==> src/hw/rtl/ckp_pkg.sv <==
// Shared types, constants and letter coding functions for the Cologne phonetic encoder.
package ckp_pkg;

    // Depth of the token queue between front and back
    localparam int QUEUE_DEPTH = 4;

    typedef logic [4:0] t_letter;
    typedef logic [3:0] t_code;

    // Letters as 1..26, zero means no letter
    localparam t_letter LET_NONE = 5'd0;
    localparam t_letter LET_A = 5'd1;
    localparam t_letter LET_B = 5'd2;
    localparam t_letter LET_C = 5'd3;
    localparam t_letter LET_D = 5'd4;
    localparam t_letter LET_E = 5'd5;
    localparam t_letter LET_F = 5'd6;
    localparam t_letter LET_G = 5'd7;
    localparam t_letter LET_H = 5'd8;
    localparam t_letter LET_I = 5'd9;
    localparam t_letter LET_J = 5'd10;
    localparam t_letter LET_K = 5'd11;
    localparam t_letter LET_L = 5'd12;
    localparam t_letter LET_M = 5'd13;
    localparam t_letter LET_N = 5'd14;
    localparam t_letter LET_O = 5'd15;
    localparam t_letter LET_P = 5'd16;
    localparam t_letter LET_Q = 5'd17;
    localparam t_letter LET_R = 5'd18;
    localparam t_letter LET_S = 5'd19;
    localparam t_letter LET_T = 5'd20;
    localparam t_letter LET_U = 5'd21;
    localparam t_letter LET_V = 5'd22;
    localparam t_letter LET_W = 5'd23;
    localparam t_letter LET_X = 5'd24;
    localparam t_letter LET_Y = 5'd25;
    localparam t_letter LET_Z = 5'd26;

    // Code digits and markers
    localparam t_code CODE_0     = 4'd0;
    localparam t_code CODE_1     = 4'd1;
    localparam t_code CODE_2     = 4'd2;
    localparam t_code CODE_3     = 4'd3;
    localparam t_code CODE_4     = 4'd4;
    localparam t_code CODE_5     = 4'd5;
    localparam t_code CODE_6     = 4'd6;
    localparam t_code CODE_7     = 4'd7;
    localparam t_code CODE_8     = 4'd8;
    localparam t_code CODE_H     = 4'd9;
    localparam t_code CODE_START = 4'd15;

    // UTF-8 bytes of interest
    localparam logic [7:0] BYTE_LEAD_C3  = 8'hC3;
    localparam logic [7:0] BYTE_LEAD_E1  = 8'hE1;
    localparam logic [7:0] BYTE_MID_BA   = 8'hBA;
    localparam logic [7:0] BYTE_AE_UPPER = 8'h84;
    localparam logic [7:0] BYTE_AE_LOWER = 8'hA4;
    localparam logic [7:0] BYTE_OE_UPPER = 8'h96;
    localparam logic [7:0] BYTE_OE_LOWER = 8'hB6;
    localparam logic [7:0] BYTE_UE_UPPER = 8'h9C;
    localparam logic [7:0] BYTE_UE_LOWER = 8'hBC;
    localparam logic [7:0] BYTE_SZ_C3    = 8'h9F;
    localparam logic [7:0] BYTE_SZ_E1    = 8'h9E;
    localparam logic [7:0] BYTE_UC_FIRST = 8'h41;
    localparam logic [7:0] BYTE_UC_LAST  = 8'h5A;
    localparam logic [7:0] BYTE_LC_FIRST = 8'h61;
    localparam logic [7:0] BYTE_LC_LAST  = 8'h7A;

    // Pending UTF-8 lead
    typedef enum logic [1:0] {
        PFX_NONE,
        PFX_C3,
        PFX_E1,
        PFX_E1BA
    } t_prefix;

    // Work for the back end caused by one input byte
    typedef struct packed {
        logic    has_letter;
        logic    two;
        t_letter letter;
        logic    end_word;
    } t_token;

    // Back end sequencing over one token
    typedef enum logic [1:0] {
        PH_LETTER0,
        PH_LETTER1,
        PH_END_CODE,
        PH_END_ITEM
    } t_phase;

    // Coding of one letter: first code, and a trailing 8 for the X case
    typedef struct packed {
        t_code code;
        logic  two;
    } t_class;

    function automatic logic is_zero_class(t_letter c);
        return c == LET_A || c == LET_E || c == LET_I || c == LET_J ||
               c == LET_O || c == LET_U || c == LET_Y;
    endfunction

    // Successors that make an initial C hard
    function automatic logic is_front_hard(t_letter c);
        return c == LET_A || c == LET_H || c == LET_K || c == LET_L || c == LET_O ||
               c == LET_Q || c == LET_R || c == LET_U || c == LET_X;
    endfunction

    // Successors that make an inner C hard
    function automatic logic is_inner_hard(t_letter c);
        return c == LET_A || c == LET_H || c == LET_K || c == LET_O ||
               c == LET_Q || c == LET_U || c == LET_X;
    endfunction

    function automatic t_class classify(t_letter c, t_letter nx, t_letter pv, logic ne);
        t_class r;
        r.code = CODE_H;
        r.two  = 1'b0;
        if (is_zero_class(c)) begin
            r.code = CODE_0;
        end else if (c == LET_B || (c == LET_P && nx != LET_H)) begin
            r.code = CODE_1;
        end else if ((c == LET_D || c == LET_T) &&
                     !(nx == LET_C || nx == LET_S || nx == LET_Z)) begin
            r.code = CODE_2;
        end else if (c == LET_F || c == LET_P || c == LET_V || c == LET_W) begin
            r.code = CODE_3;
        end else if (c == LET_G || c == LET_K || c == LET_Q) begin
            r.code = CODE_4;
        end else if (c == LET_C) begin
            if (ne) begin
                r.code = is_front_hard(nx) ? CODE_4 : CODE_8;
            end else begin
                r.code = ((pv == LET_S || pv == LET_Z) || !is_inner_hard(nx)) ?
                         CODE_8 : CODE_4;
            end
        end else if (c == LET_X && !(pv == LET_C || pv == LET_K || pv == LET_Q)) begin
            r.code = CODE_4;
            r.two  = 1'b1;
        end else if (c == LET_L) begin
            r.code = CODE_5;
        end else if (c == LET_M || c == LET_N) begin
            r.code = CODE_6;
        end else if (c == LET_R) begin
            r.code = CODE_7;
        end else if (c == LET_H) begin
            r.code = CODE_H;
        end else if (c == LET_S || c == LET_Z || c == LET_D || c == LET_T ||
                     c == LET_X) begin
            r.code = CODE_8;
        end
        return r;
    endfunction

endpackage

==> src/hw/rtl/ckp_if.sv <==
// Channel interfaces: raw word bytes in, code result items out.
interface ckp_byte_if;
    logic       valid;
    logic       ready;
    logic [7:0] data_byte;
    logic       last_byte;

    modport source (output valid, output data_byte, output last_byte, input ready);
    modport sink   (input valid, input data_byte, input last_byte, output ready);
endinterface

interface ckp_code_if;
    logic       valid;
    logic       ready;
    logic [3:0] code_digit;
    logic       has_digit;
    logic       word_end;
    logic       no_letters;

    modport source (output valid, output code_digit, output has_digit,
                    output word_end, output no_letters, input ready);
    modport sink   (input valid, input code_digit, input has_digit,
                    input word_end, input no_letters, output ready);
endinterface

==> src/hw/rtl/ckp_front.sv <==
// Front end: UTF-8 decode and case folding of input bytes into letter tokens.
module ckp_front (
    input  logic             i_clk,
    input  logic             i_rst_n,
    ckp_byte_if.sink         i_byte,
    output logic             o_push_valid,
    input  logic             i_push_ready,
    output ckp_pkg::t_token  o_push_token
);

    ckp_pkg::t_prefix r_prefix;
    ckp_pkg::t_prefix n_prefix;
    logic             fresh;
    logic             has_letter;
    logic             two;
    ckp_pkg::t_letter letter;
    logic [7:0]       b;

    assign b = i_byte.data_byte;

    // Classify the byte against any pending lead, then as a fresh byte
    always_comb begin
        fresh      = 1'b1;
        has_letter = 1'b0;
        two        = 1'b0;
        letter     = ckp_pkg::LET_NONE;
        n_prefix   = ckp_pkg::PFX_NONE;
        case (r_prefix)
            ckp_pkg::PFX_C3: begin
                if (b == ckp_pkg::BYTE_AE_UPPER || b == ckp_pkg::BYTE_AE_LOWER) begin
                    has_letter = 1'b1;
                    letter     = ckp_pkg::LET_A;
                    fresh      = 1'b0;
                end else if (b == ckp_pkg::BYTE_OE_UPPER ||
                             b == ckp_pkg::BYTE_OE_LOWER) begin
                    has_letter = 1'b1;
                    letter     = ckp_pkg::LET_O;
                    fresh      = 1'b0;
                end else if (b == ckp_pkg::BYTE_UE_UPPER ||
                             b == ckp_pkg::BYTE_UE_LOWER) begin
                    has_letter = 1'b1;
                    letter     = ckp_pkg::LET_U;
                    fresh      = 1'b0;
                end else if (b == ckp_pkg::BYTE_SZ_C3) begin
                    has_letter = 1'b1;
                    two        = 1'b1;
                    letter     = ckp_pkg::LET_S;
                    fresh      = 1'b0;
                end
            end
            ckp_pkg::PFX_E1: begin
                if (b == ckp_pkg::BYTE_MID_BA) begin
                    n_prefix = ckp_pkg::PFX_E1BA;
                    fresh    = 1'b0;
                end
            end
            ckp_pkg::PFX_E1BA: begin
                if (b == ckp_pkg::BYTE_SZ_E1) begin
                    has_letter = 1'b1;
                    two        = 1'b1;
                    letter     = ckp_pkg::LET_S;
                    fresh      = 1'b0;
                end
            end
            default: begin
            end
        endcase

        if (fresh) begin
            if ((b >= ckp_pkg::BYTE_UC_FIRST && b <= ckp_pkg::BYTE_UC_LAST) ||
                (b >= ckp_pkg::BYTE_LC_FIRST && b <= ckp_pkg::BYTE_LC_LAST)) begin
                has_letter = 1'b1;
                letter     = b[4:0];
            end else if (b == ckp_pkg::BYTE_LEAD_C3) begin
                n_prefix = ckp_pkg::PFX_C3;
            end else if (b == ckp_pkg::BYTE_LEAD_E1) begin
                n_prefix = ckp_pkg::PFX_E1;
            end
        end

        // Drop a lead still pending at the end of the word
        if (i_byte.last_byte) begin
            n_prefix = ckp_pkg::PFX_NONE;
        end
    end

    // Push only bytes that give the back end work
    assign i_byte.ready             = i_push_ready;
    assign o_push_valid             = i_byte.valid && (has_letter || i_byte.last_byte);
    assign o_push_token.has_letter  = has_letter;
    assign o_push_token.two         = two;
    assign o_push_token.letter      = letter;
    assign o_push_token.end_word    = i_byte.last_byte;

    // Advance the lead state on each accepted transaction
    always_ff @(posedge i_clk) begin
        if (!i_rst_n) begin
            r_prefix <= ckp_pkg::PFX_NONE;
        end else if (i_byte.valid && i_push_ready) begin
            r_prefix <= n_prefix;
        end
    end

endmodule

==> src/hw/rtl/ckp_queue.sv <==
// Small token queue that decouples the front end from the back end.
module ckp_queue #(
    parameter int Depth = ckp_pkg::QUEUE_DEPTH
) (
    input  logic             i_clk,
    input  logic             i_rst_n,
    input  logic             i_push_valid,
    output logic             o_push_ready,
    input  ckp_pkg::t_token  i_push_token,
    output logic             o_pop_valid,
    input  logic             i_pop_ready,
    output ckp_pkg::t_token  o_pop_token
);

    localparam int AW = (Depth > 1) ? $clog2(Depth) : 1;
    localparam int CW = $clog2(Depth + 1);

    ckp_pkg::t_token r_mem [Depth];
    logic [AW-1:0]   r_wr;
    logic [AW-1:0]   r_rd;
    logic [CW-1:0]   r_count;
    logic            push;
    logic            pop;

    assign o_push_ready = (r_count != CW'(Depth));
    assign o_pop_valid  = (r_count != '0);
    assign o_pop_token  = r_mem[r_rd];
    assign push         = i_push_valid && o_push_ready;
    assign pop          = o_pop_valid && i_pop_ready;

    // Store pushed tokens
    always_ff @(posedge i_clk) begin
        if (push) begin
            r_mem[r_wr] <= i_push_token;
        end
    end

    // Advance pointers and fill count
    always_ff @(posedge i_clk) begin
        if (!i_rst_n) begin
            r_wr    <= '0;
            r_rd    <= '0;
            r_count <= '0;
        end else begin
            if (push) begin
                r_wr <= (r_wr == AW'(Depth - 1)) ? '0 : r_wr + AW'(1);
            end
            if (pop) begin
                r_rd <= (r_rd == AW'(Depth - 1)) ? '0 : r_rd + AW'(1);
            end
            if (push && !pop) begin
                r_count <= r_count + CW'(1);
            end else if (pop && !push) begin
                r_count <= r_count - CW'(1);
            end
        end
    end

endmodule

==> src/hw/rtl/ckp_back.sv <==
// Back end: Cologne coding of held letters, repeat merging and result register.
module ckp_back (
    input  logic             i_clk,
    input  logic             i_rst_n,
    input  logic             i_pop_valid,
    output logic             o_pop_ready,
    input  ckp_pkg::t_token  i_pop_token,
    ckp_code_if.source       o_code
);

    // Word state
    ckp_pkg::t_letter r_held;
    logic             r_held_valid;
    ckp_pkg::t_letter r_before;
    ckp_pkg::t_code   r_last;
    logic             r_ne;
    logic             r_any;
    logic             r_pend8;
    ckp_pkg::t_letter n_held;
    logic             n_held_valid;
    ckp_pkg::t_letter n_before;
    ckp_pkg::t_code   n_last;
    logic             n_ne;
    logic             n_any;
    logic             n_pend8;

    // Sequencer over one token
    ckp_pkg::t_phase  r_phase;
    ckp_pkg::t_phase  n_phase;
    ckp_pkg::t_phase  cur_phase;
    logic             r_started;
    logic             n_started;

    // Result register
    logic             r_out_valid;
    logic [3:0]       r_digit;
    logic             r_has;
    logic             r_end;
    logic             r_none;
    logic             produce;
    logic [3:0]       res_digit;
    logic             res_has;
    logic             res_end;
    logic             res_none;

    logic             out_free;
    logic             fire;
    logic             coding;
    logic             emit1;
    logic             hold_for8;
    ckp_pkg::t_letter nx;
    ckp_pkg::t_class  cls;

    assign out_free  = !r_out_valid || o_code.ready;
    assign fire      = i_pop_valid && out_free;
    assign cur_phase = r_started ? r_phase :
                       (i_pop_token.has_letter ? ckp_pkg::PH_LETTER0 : ckp_pkg::PH_END_CODE);

    // Code the held letter against the incoming one, or none at word end
    assign coding = (cur_phase != ckp_pkg::PH_END_ITEM) && r_held_valid && !r_pend8;
    assign nx     = (cur_phase == ckp_pkg::PH_END_CODE) ? ckp_pkg::LET_NONE
                                                        : i_pop_token.letter;
    assign cls    = ckp_pkg::classify(r_held, nx, r_before, r_ne);
    assign emit1  = (cls.code != ckp_pkg::CODE_H) && (cls.code != r_last) &&
                    ((cls.code != ckp_pkg::CODE_0) || r_ne);
    assign hold_for8 = coding && cls.two && emit1;

    // Next phase and token pop
    always_comb begin
        n_phase     = r_phase;
        n_started   = r_started;
        o_pop_ready = 1'b0;
        if (fire) begin
            if (hold_for8) begin
                n_phase   = cur_phase;
                n_started = 1'b1;
            end else begin
                n_started = 1'b1;
                case (cur_phase)
                    ckp_pkg::PH_LETTER0: begin
                        if (i_pop_token.two) begin
                            n_phase = ckp_pkg::PH_LETTER1;
                        end else if (i_pop_token.end_word) begin
                            n_phase = ckp_pkg::PH_END_CODE;
                        end else begin
                            n_started   = 1'b0;
                            o_pop_ready = 1'b1;
                        end
                    end
                    ckp_pkg::PH_LETTER1: begin
                        if (i_pop_token.end_word) begin
                            n_phase = ckp_pkg::PH_END_CODE;
                        end else begin
                            n_started   = 1'b0;
                            o_pop_ready = 1'b1;
                        end
                    end
                    ckp_pkg::PH_END_CODE: begin
                        n_phase = ckp_pkg::PH_END_ITEM;
                    end
                    default: begin
                        n_started   = 1'b0;
                        o_pop_ready = 1'b1;
                    end
                endcase
            end
        end
    end

    // Result item and word state update for the current phase
    always_comb begin
        produce      = 1'b0;
        res_digit    = ckp_pkg::CODE_0;
        res_has      = 1'b0;
        res_end      = 1'b0;
        res_none     = 1'b0;
        n_held       = r_held;
        n_held_valid = r_held_valid;
        n_before     = r_before;
        n_last       = r_last;
        n_ne         = r_ne;
        n_any        = r_any;
        n_pend8      = r_pend8;
        if (fire) begin
            if (r_pend8) begin
                // Second digit of an X
                produce   = 1'b1;
                res_digit = ckp_pkg::CODE_8;
                res_has   = 1'b1;
                n_pend8   = 1'b0;
            end else if (cur_phase == ckp_pkg::PH_END_ITEM) begin
                produce      = 1'b1;
                res_end      = 1'b1;
                res_none     = !r_any;
                n_held       = ckp_pkg::LET_NONE;
                n_held_valid = 1'b0;
                n_before     = ckp_pkg::LET_NONE;
                n_last       = ckp_pkg::CODE_START;
                n_ne         = 1'b1;
                n_any        = 1'b0;
            end else begin
                if (coding) begin
                    if (emit1 || cls.two) begin
                        produce   = 1'b1;
                        res_has   = 1'b1;
                        res_digit = emit1 ? cls.code : ckp_pkg::CODE_8;
                    end
                    n_last  = cls.two ? ckp_pkg::CODE_8 : cls.code;
                    n_ne    = r_ne && !emit1 && !cls.two;
                    n_pend8 = hold_for8;
                end
                if (cur_phase != ckp_pkg::PH_END_CODE) begin
                    if (r_held_valid) begin
                        n_before = r_held;
                    end
                    n_held       = i_pop_token.letter;
                    n_held_valid = 1'b1;
                    n_any        = 1'b1;
                end
            end
        end
    end

    // Hold word state and sequencer
    always_ff @(posedge i_clk) begin
        if (!i_rst_n) begin
            r_held       <= ckp_pkg::LET_NONE;
            r_held_valid <= 1'b0;
            r_before     <= ckp_pkg::LET_NONE;
            r_last       <= ckp_pkg::CODE_START;
            r_ne         <= 1'b1;
            r_any        <= 1'b0;
            r_pend8      <= 1'b0;
            r_phase      <= ckp_pkg::PH_LETTER0;
            r_started    <= 1'b0;
        end else begin
            r_held       <= n_held;
            r_held_valid <= n_held_valid;
            r_before     <= n_before;
            r_last       <= n_last;
            r_ne         <= n_ne;
            r_any        <= n_any;
            r_pend8      <= n_pend8;
            r_phase      <= n_phase;
            r_started    <= n_started;
        end
    end

    // Result valid flag
    always_ff @(posedge i_clk) begin
        if (!i_rst_n) begin
            r_out_valid <= 1'b0;
        end else if (produce) begin
            r_out_valid <= 1'b1;
        end else if (o_code.ready) begin
            r_out_valid <= 1'b0;
        end
    end

    // Result payload
    always_ff @(posedge i_clk) begin
        if (produce) begin
            r_digit <= res_digit;
            r_has   <= res_has;
            r_end   <= res_end;
            r_none  <= res_none;
        end
    end

    assign o_code.valid      = r_out_valid;
    assign o_code.code_digit = r_digit;
    assign o_code.has_digit  = r_has;
    assign o_code.word_end   = r_end;
    assign o_code.no_letters = r_none;

endmodule

==> src/hw/rtl/cologne_phonetic_encoder_top.sv <==
// Top level of the Cologne phonetic encoder: front end, token queue, back end.
//
//  Channel  Dir  Fields                                        Accepted when
//  i_byte   in   data_byte[7:0], last_byte                     valid && ready
//  o_code   out  code_digit[3:0], has_digit, word_end,         valid && ready
//                no_letters
//
// A byte is taken every cycle while the token queue has room; ready depends
// on the queue fill only. The back end works through each token in steps:
// one per letter, another for the second S of a sharp s, another when an X
// gives two digits, and a last code and an end item at the end of a word; the
// back end's sequencer sets the sustained rate, the queue absorbs the bursts.
// Results leave from a register, so a stalled output holds the back end, and
// the input only once the queue is full. Reset is synchronous.
module cologne_phonetic_encoder_top #(
    parameter int QueueDepth = ckp_pkg::QUEUE_DEPTH
) (
    input  logic        i_clk,
    input  logic        i_rst_n,
    ckp_byte_if.sink    i_byte,
    ckp_code_if.source  o_code
);

    logic            push_valid;
    logic            push_ready;
    ckp_pkg::t_token push_token;
    logic            pop_valid;
    logic            pop_ready;
    ckp_pkg::t_token pop_token;

    ckp_front u_front (
        .i_clk        (i_clk),
        .i_rst_n      (i_rst_n),
        .i_byte       (i_byte),
        .o_push_valid (push_valid),
        .i_push_ready (push_ready),
        .o_push_token (push_token)
    );

    ckp_queue #(
        .Depth (QueueDepth)
    ) u_queue (
        .i_clk        (i_clk),
        .i_rst_n      (i_rst_n),
        .i_push_valid (push_valid),
        .o_push_ready (push_ready),
        .i_push_token (push_token),
        .o_pop_valid  (pop_valid),
        .i_pop_ready  (pop_ready),
        .o_pop_token  (pop_token)
    );

    ckp_back u_back (
        .i_clk       (i_clk),
        .i_rst_n     (i_rst_n),
        .i_pop_valid (pop_valid),
        .o_pop_ready (pop_ready),
        .i_pop_token (pop_token),
        .o_code      (o_code)
    );

endmodule

==> src/flat_wrapper.sv <==
// flat-port wrapper written by rule: the top's interface ports become plain ports
module cologne_phonetic_encoder_top_flat 
#(
    parameter int QueueDepth = ckp_pkg::QUEUE_DEPTH
)
  (i_clk, i_rst_n, i_byte_valid, i_byte_data_byte, i_byte_last_byte, i_byte_ready, o_code_valid, o_code_code_digit, o_code_has_digit, o_code_word_end, o_code_no_letters, o_code_ready);
  ckp_byte_if i_byte_i ();
  ckp_code_if o_code_i ();
  input  logic i_clk;
  input  logic i_rst_n;
  input wire logic [$bits(i_byte_i.valid)-1:0] i_byte_valid;
  input wire logic [$bits(i_byte_i.data_byte)-1:0] i_byte_data_byte;
  input wire logic [$bits(i_byte_i.last_byte)-1:0] i_byte_last_byte;
  output wire logic [$bits(i_byte_i.ready)-1:0] i_byte_ready;
  output wire logic [$bits(o_code_i.valid)-1:0] o_code_valid;
  output wire logic [$bits(o_code_i.code_digit)-1:0] o_code_code_digit;
  output wire logic [$bits(o_code_i.has_digit)-1:0] o_code_has_digit;
  output wire logic [$bits(o_code_i.word_end)-1:0] o_code_word_end;
  output wire logic [$bits(o_code_i.no_letters)-1:0] o_code_no_letters;
  input wire logic [$bits(o_code_i.ready)-1:0] o_code_ready;
  assign i_byte_i.valid = i_byte_valid;
  assign i_byte_i.data_byte = i_byte_data_byte;
  assign i_byte_i.last_byte = i_byte_last_byte;
  assign i_byte_ready = i_byte_i.ready;
  assign o_code_valid = o_code_i.valid;
  assign o_code_code_digit = o_code_i.code_digit;
  assign o_code_has_digit = o_code_i.has_digit;
  assign o_code_word_end = o_code_i.word_end;
  assign o_code_no_letters = o_code_i.no_letters;
  assign o_code_i.ready = o_code_ready;
  cologne_phonetic_encoder_top #(.QueueDepth(QueueDepth)) u_core (.i_clk(i_clk), .i_rst_n(i_rst_n), .i_byte(i_byte_i), .o_code(o_code_i));
endmodule
==> config.mk <==
export PLATFORM = sky130hd
export DESIGN_NAME = cologne_phonetic_encoder_top_flat
export DESIGN_NICKNAME = d
export VERILOG_FILES = /design/src/hw/rtl/ckp_pkg.sv /design/src/hw/rtl/ckp_if.sv /design/src/hw/rtl/ckp_front.sv /design/src/hw/rtl/ckp_queue.sv /design/src/hw/rtl/ckp_back.sv /design/src/hw/rtl/cologne_phonetic_encoder_top.sv /design/src/flat_wrapper.sv
export SDC_FILE = /design/constraint.sdc
export NUM_CORES = 1
export LEC_CHECK = 0
export BUFFER_PORTS_ARGS = -buffer_cell sky130_fd_sc_hd__clkbuf_2
export CAP_MARGIN = 25
export CORE_MARGIN = 2
export CORE_UTILIZATION = 55
export DETAILED_ROUTE_END_ITERATION = 10
export PLACE_DENSITY_LB_ADDON = 0.25
export SKIP_CTS_REPAIR_TIMING = 1
export SYNTH_ARGS = -nofsm -noshare
export SYNTH_HDL_FRONTEND = slang
export SYNTH_HIERARCHICAL = 1
export SYNTH_SLANG_ARGS = --single-unit
export TNS_END_PERCENT = 10
==> constraint.sdc <==
create_clock -name i_clk -period 5.2 [get_ports i_clk]
set_input_delay 0.52 -clock i_clk [delete_from_list [all_inputs] [get_ports i_clk]]
set_output_delay 0.52 -clock i_clk [all_outputs]
set_load 0.05 [all_outputs]
Word level (Yosys, flattened, before mapping) --
Memories as Yosys holds them, arrays and structs flattened. A register that Yosys moved wholly into a read port is not among the register bits. Cells that the tools add are included.
Word-level totals: register bits after elaboration 37, bits in writable memories 32, output and inout bits 9, memories kept 1
Memories:
- u_core.u_queue.r_mem | words 4, width 8, rd ports 1, clocked after Yosys merged registers in 1, wr ports 1, RTL line ckp_queue.sv:18 | ckp_pkg::t_token r_mem [Depth];
Cells by class: add/sub/neg operators 4, $lt $le $gt $ge 4, eq/ne operators 68, multiplexer cells 110, bitwise operators 6, reduce and logical (&&, ||, !) cells 90
Operators with widths (number):
- $eq 5x5->1 const B | 20
- $eq 8x8->1 const B | 11
- $mux 4 | 22
- $eq 5x4->1 const B | 13
- $mux 5 | 13
- $mux 1 | 50
- $logic_or 1x1->1 | 44
- $mux 2 | 16
- $eq 5x2->1 const B | 4
- $eq 5x3->1 const B | 4
- $logic_and 1x1->1 | 20
- $ge 8x7->1 const B | 2
- $le 8x7->1 const B | 2
- $eq 2x2->1 const B | 6
- $eq 5x1->1 const B | 2
- $logic_not 1->1 | 10
- $pmux 5 s2 | 1
- $reduce_bool 2->1 | 5
- $pmux 1 s3 | 3
- $reduce_bool 4->1 | 2
- $mux 3 | 2
- $not 1->1 | 6
- $pmux 2 s3 | 1
- $reduce_and 3->1 | 2
- 17 further kinds | 21

Longest topological paths before layout --
depth in word-level cells 31, gate-level depth with buffers 21, mapped depth without buffers 19

By module --
The synthesis kept the hierarchy.
By module, submodules not included:
- ckp_back | times used 1, cells an instance 252, area each 2035.7 sq um, sequential area each 630.6 sq um
- ckp_queue | times used 1, cells an instance 93, area each 1635.3 sq um, sequential area each 1141.1 sq um
- ckp_front | times used 1, cells an instance 64, area each 474.2 sq um, sequential area each 40.0 sq um

Least setup slack after synthesis --
Ideal clock, no wire load.
path kind register to register, start register with a tool-made name, end register u_core.u_queue.r_count[2], arrival time 4.594 ns, required time 5.124 ns, slack 0.531 ns, stages on the path, launching flop included 22, cell sequence dfxtp_1 buf_2 mux4_2 inv_1 mux2i_1 inv_1 ha_1 buf_2 nor3b_1 o21ai_1 a221o_1 and4_1 o2111a_2 a311oi_4 nor2_1 o31ai_1 ha_1 inv_1 fa_1 xor2_1 or3_2 a21boi_0
RTL lines:
- end signal: assignment | RTL line ckp_queue.sv:52 | r_count <= r_count + CW'(1);
- end signal: assignment | RTL line ckp_queue.sv:54 | r_count <= r_count - CW'(1);
- end: declaration | RTL line ckp_queue.sv:21 | logic [CW-1:0] r_count;

==> flow_summary_export.csv <==
group,metric,value,unit
timing,final-hold-violation-count,0,
finish,final_util,61.24,%
timing,grt_setup_unrepaired,"false",
critical_path,cp.arrival,5.14,ns
global_route,grt_pass1_vias,2844,
timing,fmax,205.7,MHz
route,ant_nets,0,
placement,portBuffers,21,
global_route,track_usage,20.34,%
hold_path,hold_depth,1,
timing,slew_violations,0,
synth,synth_area,4145,um^2
finish,multi_input_area,2140,um^2
job,max-cap-violations,0,
critical_path,worstPathMaxFanout,8,
critical_path,cpPeakStageDelay,0.46,ns
synth,yosys.area.top_type,"edfxtp_1",
clocking,cts-root-buf,"clkbuf_8",
clocking,clk_path_buf_depth,2,
placement,pre_cts_slack,0.3751,ns
route,wire_per_inst,15.23,um
synth,synth_cell_types,85,
route,wl_met1,3474,um
synth,synth_area_leaders,"edfxtp_1, dfxtp_1, mux4_2",
route,routed_wirelength,7994,um
route,dr.pass1.iters,4,
synth,syn_area_per_cell,10.14,um^2
finish,drive_above_1_share,19.48,%
timing,slew_headroom,29.16,%
power,vdd_drop_max,0.0001835,V
critical_path,worstSetupStartpointType,"flop",
power,power_density,419.0,nW/um^2
finish,final_cell_count_no_fill,525,
route,route.met3.wl,318,um
placement,dpl.cell_count,509,
synth,yosysWarnings,6,
route,routed_via_density,5.851,
hold_path,min_path_type,"input port to flop",
global_route,overflow,0,
synth,syn-num-nets,433,
global_route,antenna_found_initial,0,
hold_path,holdPathEnd,"u_core/u_queue/r_mem[0][0]$_DFFE_PP_",
clocking,cts_num_sinks,71,
critical_path,worstRegToRegCells,19,
floorplanning,ios,22,
finish,layout.nets,445,
global_route,grt_max_degree,21,
critical_path,critPathTopFamily,"compound AO/OA/AOI/OAI gates",
finish,fillCellCount,646,
timing,finalSetupTns,0,ns
synth,synth_ff_type,"edfxtp_1",
clocking,cts.clk_slew.worst_paths,0.08,ns
floorplanning,fp-row-count,31,
clocking,cts_buffers,9,
critical_path,cp_cell_sequence,"mux4_2, inv_1, mux2i_1, inv_1, ha_1, nor3b_1, o21ai_1, a221o_1, and4_1, o2111a_2, a311oi_4, nor2_1, o31ai_1, ha_1, inv_1, fa_1, xor2_1, or3_2, a21boi_0",
floorplanning,core_area,7292,um^2
synth,ys_seq_area_share,43.71,%
placement,post-dp-hpwl,5822,um
status,status,"complete, no violations",
hold_path,min-delay-start,"i_byte_last_byte",
critical_path,r2r-end,"u_core/u_queue/r_count[2]$_SDFFE_PN0P_",
floorplanning,initial_utilization,56.85,%
route,wl_met2,4089,um
critical_path,cpMaxStageDelayCell,"a311oi_4",
floorplanning,die_h,90.82,um
finish,n_antenna_cell,0,
floorplanning,die_area,8247,um^2
placement,place.gp.congestion,0.8793,
critical_path,path_common_cell,"inv_1",
critical_path,cp_num_buf_inv,3,
power,total_leakage_power,0.001619,uW
synth,yosys.area.top_type_share,28.25,%
timing,setup_ws,0.3385,ns
route,dr.max_layer_used,"met4",
clocking,htreeDepth,3,
timing,finalSetupViolCount,0,
route,vias,3072,
clocking,clk_latency,0.34,ns
route,drc,0,
synth,post-synth-top-count-cell,"edfxtp_1",
timing,skew,0.009885,ns
timing,fin_crit_sh,93.49,%
finish,ff_latch_area,1812,um^2
synth,syn_inst,409,
synth,synthArstFlopShare,0,%
route,drtIter0Drc,174,
floorplanning,die_x,90.82,um
synth,synth_edf_count,39,
critical_path,critical_path_class,"flop to flop",
global_route,grt_first_pass_wirelength,13410,um
synth,ys_ff_latch,71,
critical_path,r2r_setup_slack,0.34,ns
timing,worst_slew_pin_slew,1.055,ns
timing,period_needed,4.862,ns
clocking,tritoncts,"yes",
synth,synth_commonest_cells,"edfxtp_1, nor2_1, dfxtp_1, nand2_1, a21oi_1",
critical_path,worst_setup_path_end_kind,"flop",
finish,area_delta_synth_final,7.727,%
critical_path,required,5.47,ns
-- sequential cells by signal, summed over array words and instances (netlist names), named ones only --
name	flops
u_core/u_back/o_code.code_digit	4
u_core/u_back/o_code.has_digit	1
u_core/u_back/o_code.no_letters	1
u_core/u_back/o_code.valid	1
u_core/u_back/o_code.word_end	1
u_core/u_back/r_any	1
u_core/u_back/r_before	5
u_core/u_back/r_held	5
u_core/u_back/r_last	4
u_core/u_back/r_ne	1
u_core/u_back/r_pend8	1
u_core/u_back/r_phase	2
u_core/u_back/r_started	1
u_core/u_front/r_prefix	2
u_core/u_queue/r_count	3
u_core/u_queue/r_mem	32
u_core/u_queue/r_rd	2
u_core/u_queue/r_wr	2
-- worst max path at each step --
| stage | cells after the start | to |
|---|---|---|
| global route | 19 | u_core/u_queue/r_count[2]$_SDFFE_PN0P_ |
| detailed placement | 19 | u_core/u_queue/r_count[2]$_SDFFE_PN0P_ |
| finish | 19 | u_core/u_queue/r_count[2]$_SDFFE_PN0P_ |
| CTS | 19 | u_core/u_queue/r_count[2]$_SDFFE_PN0P_ |
| floorplan | 21 | u_core/u_queue/r_count[2]$_SDFFE_PN0P_ |
| global placement | 19 | u_core/u_queue/r_count[2]$_SDFFE_PN0P_ |
-- where the power goes --
group / leakage, uW / total (uW) / switching (uW) / internal [uW]
Clock: 0.000101 / 433 / 208 / 224
Sequential: 0.000630 / 752 / 89.9 / 662
Combinational: 0.000888 / 687 / 422 / 265
Total: 0.00162 / 1870 / 720 / 1150
-- metrics by stage --
| step | power [uW] | hold slack (ns) | cell area, um^2 |
|---|---|---|---|
| 6_report | 1871 | 0.4400 | 4466 |
| 5_1_grt | 1993 | 0.4186 | 4466 |
| 4_1_cts | 1875 | 0.4146 | 4466 |
| 3_5_place_dp | 1438 | 0.4824 | 4270 |
| 3_3_place_gp | 1423 | 0.4770 | 4270 |
| 2_1_floorplan | 1306 | 0.4574 | 4145 |
-- cell families (layout without fill, tap and decap cells) --
| family | after synthesis | after routing | synth area share [%] |
|---|---|---|---|
| AND/OR/NAND/NOR | 163 | 163 | 22.70 |
| AO/OA/AOI/OAI | 104 | 104 | 18.38 |
| flip-flops | 71 | 71 | 43.71 |
| buffers and inverters | 40 | 57 | 4.678 |
| multiplexers | 13 | 13 | 5.554 |
| adder cells (fa/ha/maj) | 11 | 11 | 3.501 |
| XOR/XNOR | 7 | 7 | 1.479 |
-- worst register-to-register path: stages (launching register included) --
cell	delay, ns
dfxtp_1	0.33
mux4_2	0.32
inv_1	0.03
mux2i_1	0.32
inv_1	0.16
ha_1	0.28
nor3b_1	0.21
o21ai_1	0.11
a221o_1	0.37
and4_1	0.22
o2111a_2	0.27
a311oi_4	0.46
nor2_1	0.10
o31ai_1	0.18
ha_1	0.29
inv_1	0.06
fa_1	0.37
xor2_1	0.15
or3_2	0.40
a21boi_0	0.15
-- cells in the final DEF, fill, tap and decap left out, drive strengths merged, types with 3 or more instances in the layout --
| cell type | Yosys | final |
|---|---|---|
| a211o | 3 | 3 |
| nand4 | 3 | 3 |
| xnor2 | 5 | 5 |
| a31oi | 5 | 5 |
| clkinv | 0 | 3 |
| nor2b | 7 | 7 |
| nand2b | 12 | 12 |
| and3 | 7 | 7 |
| nor3 | 7 | 7 |
| dfxtp | 32 | 32 |
| mux2i | 5 | 5 |
| a21oi | 27 | 27 |
| or2 | 4 | 4 |
| clkbuf | 8 | 31 |
| or3b | 3 | 3 |
| nand3 | 8 | 8 |
| edfxtp | 39 | 39 |
| and2 | 4 | 4 |
| mux4 | 8 | 8 |
| ha | 10 | 10 |
| nor3b | 3 | 3 |
| nand3b | 14 | 14 |
| a211oi | 5 | 5 |
| o22ai | 4 | 4 |
| buf | 16 | 4 |
| inv | 16 | 18 |
| nor2 | 38 | 38 |
| nor4 | 3 | 3 |
| nand2 | 31 | 31 |
| or4 | 4 | 4 |
| a21o | 3 | 3 |
| o21ai | 26 | 26 |
| nand4b | 3 | 3 |
-- layout make-up --
cell class              instances  area share (%)
well taps                      99           2.774
clock inverters                 6           1.513
repair buffers                 25           3.026
multi-input cells             298           47.91
inverters                      16           1.345
clock buffers                  10           2.858
flip-flops and latches         71           40.57
-- routing by layer --
metal	track usage [%]	vias up
met4	6.692	0
li1	-	1551
met2	35.88	68
met3	5.008	13
met5	0	-
met1	24.32	1440
No activity file was read; power rests on OpenSTA's default activity.
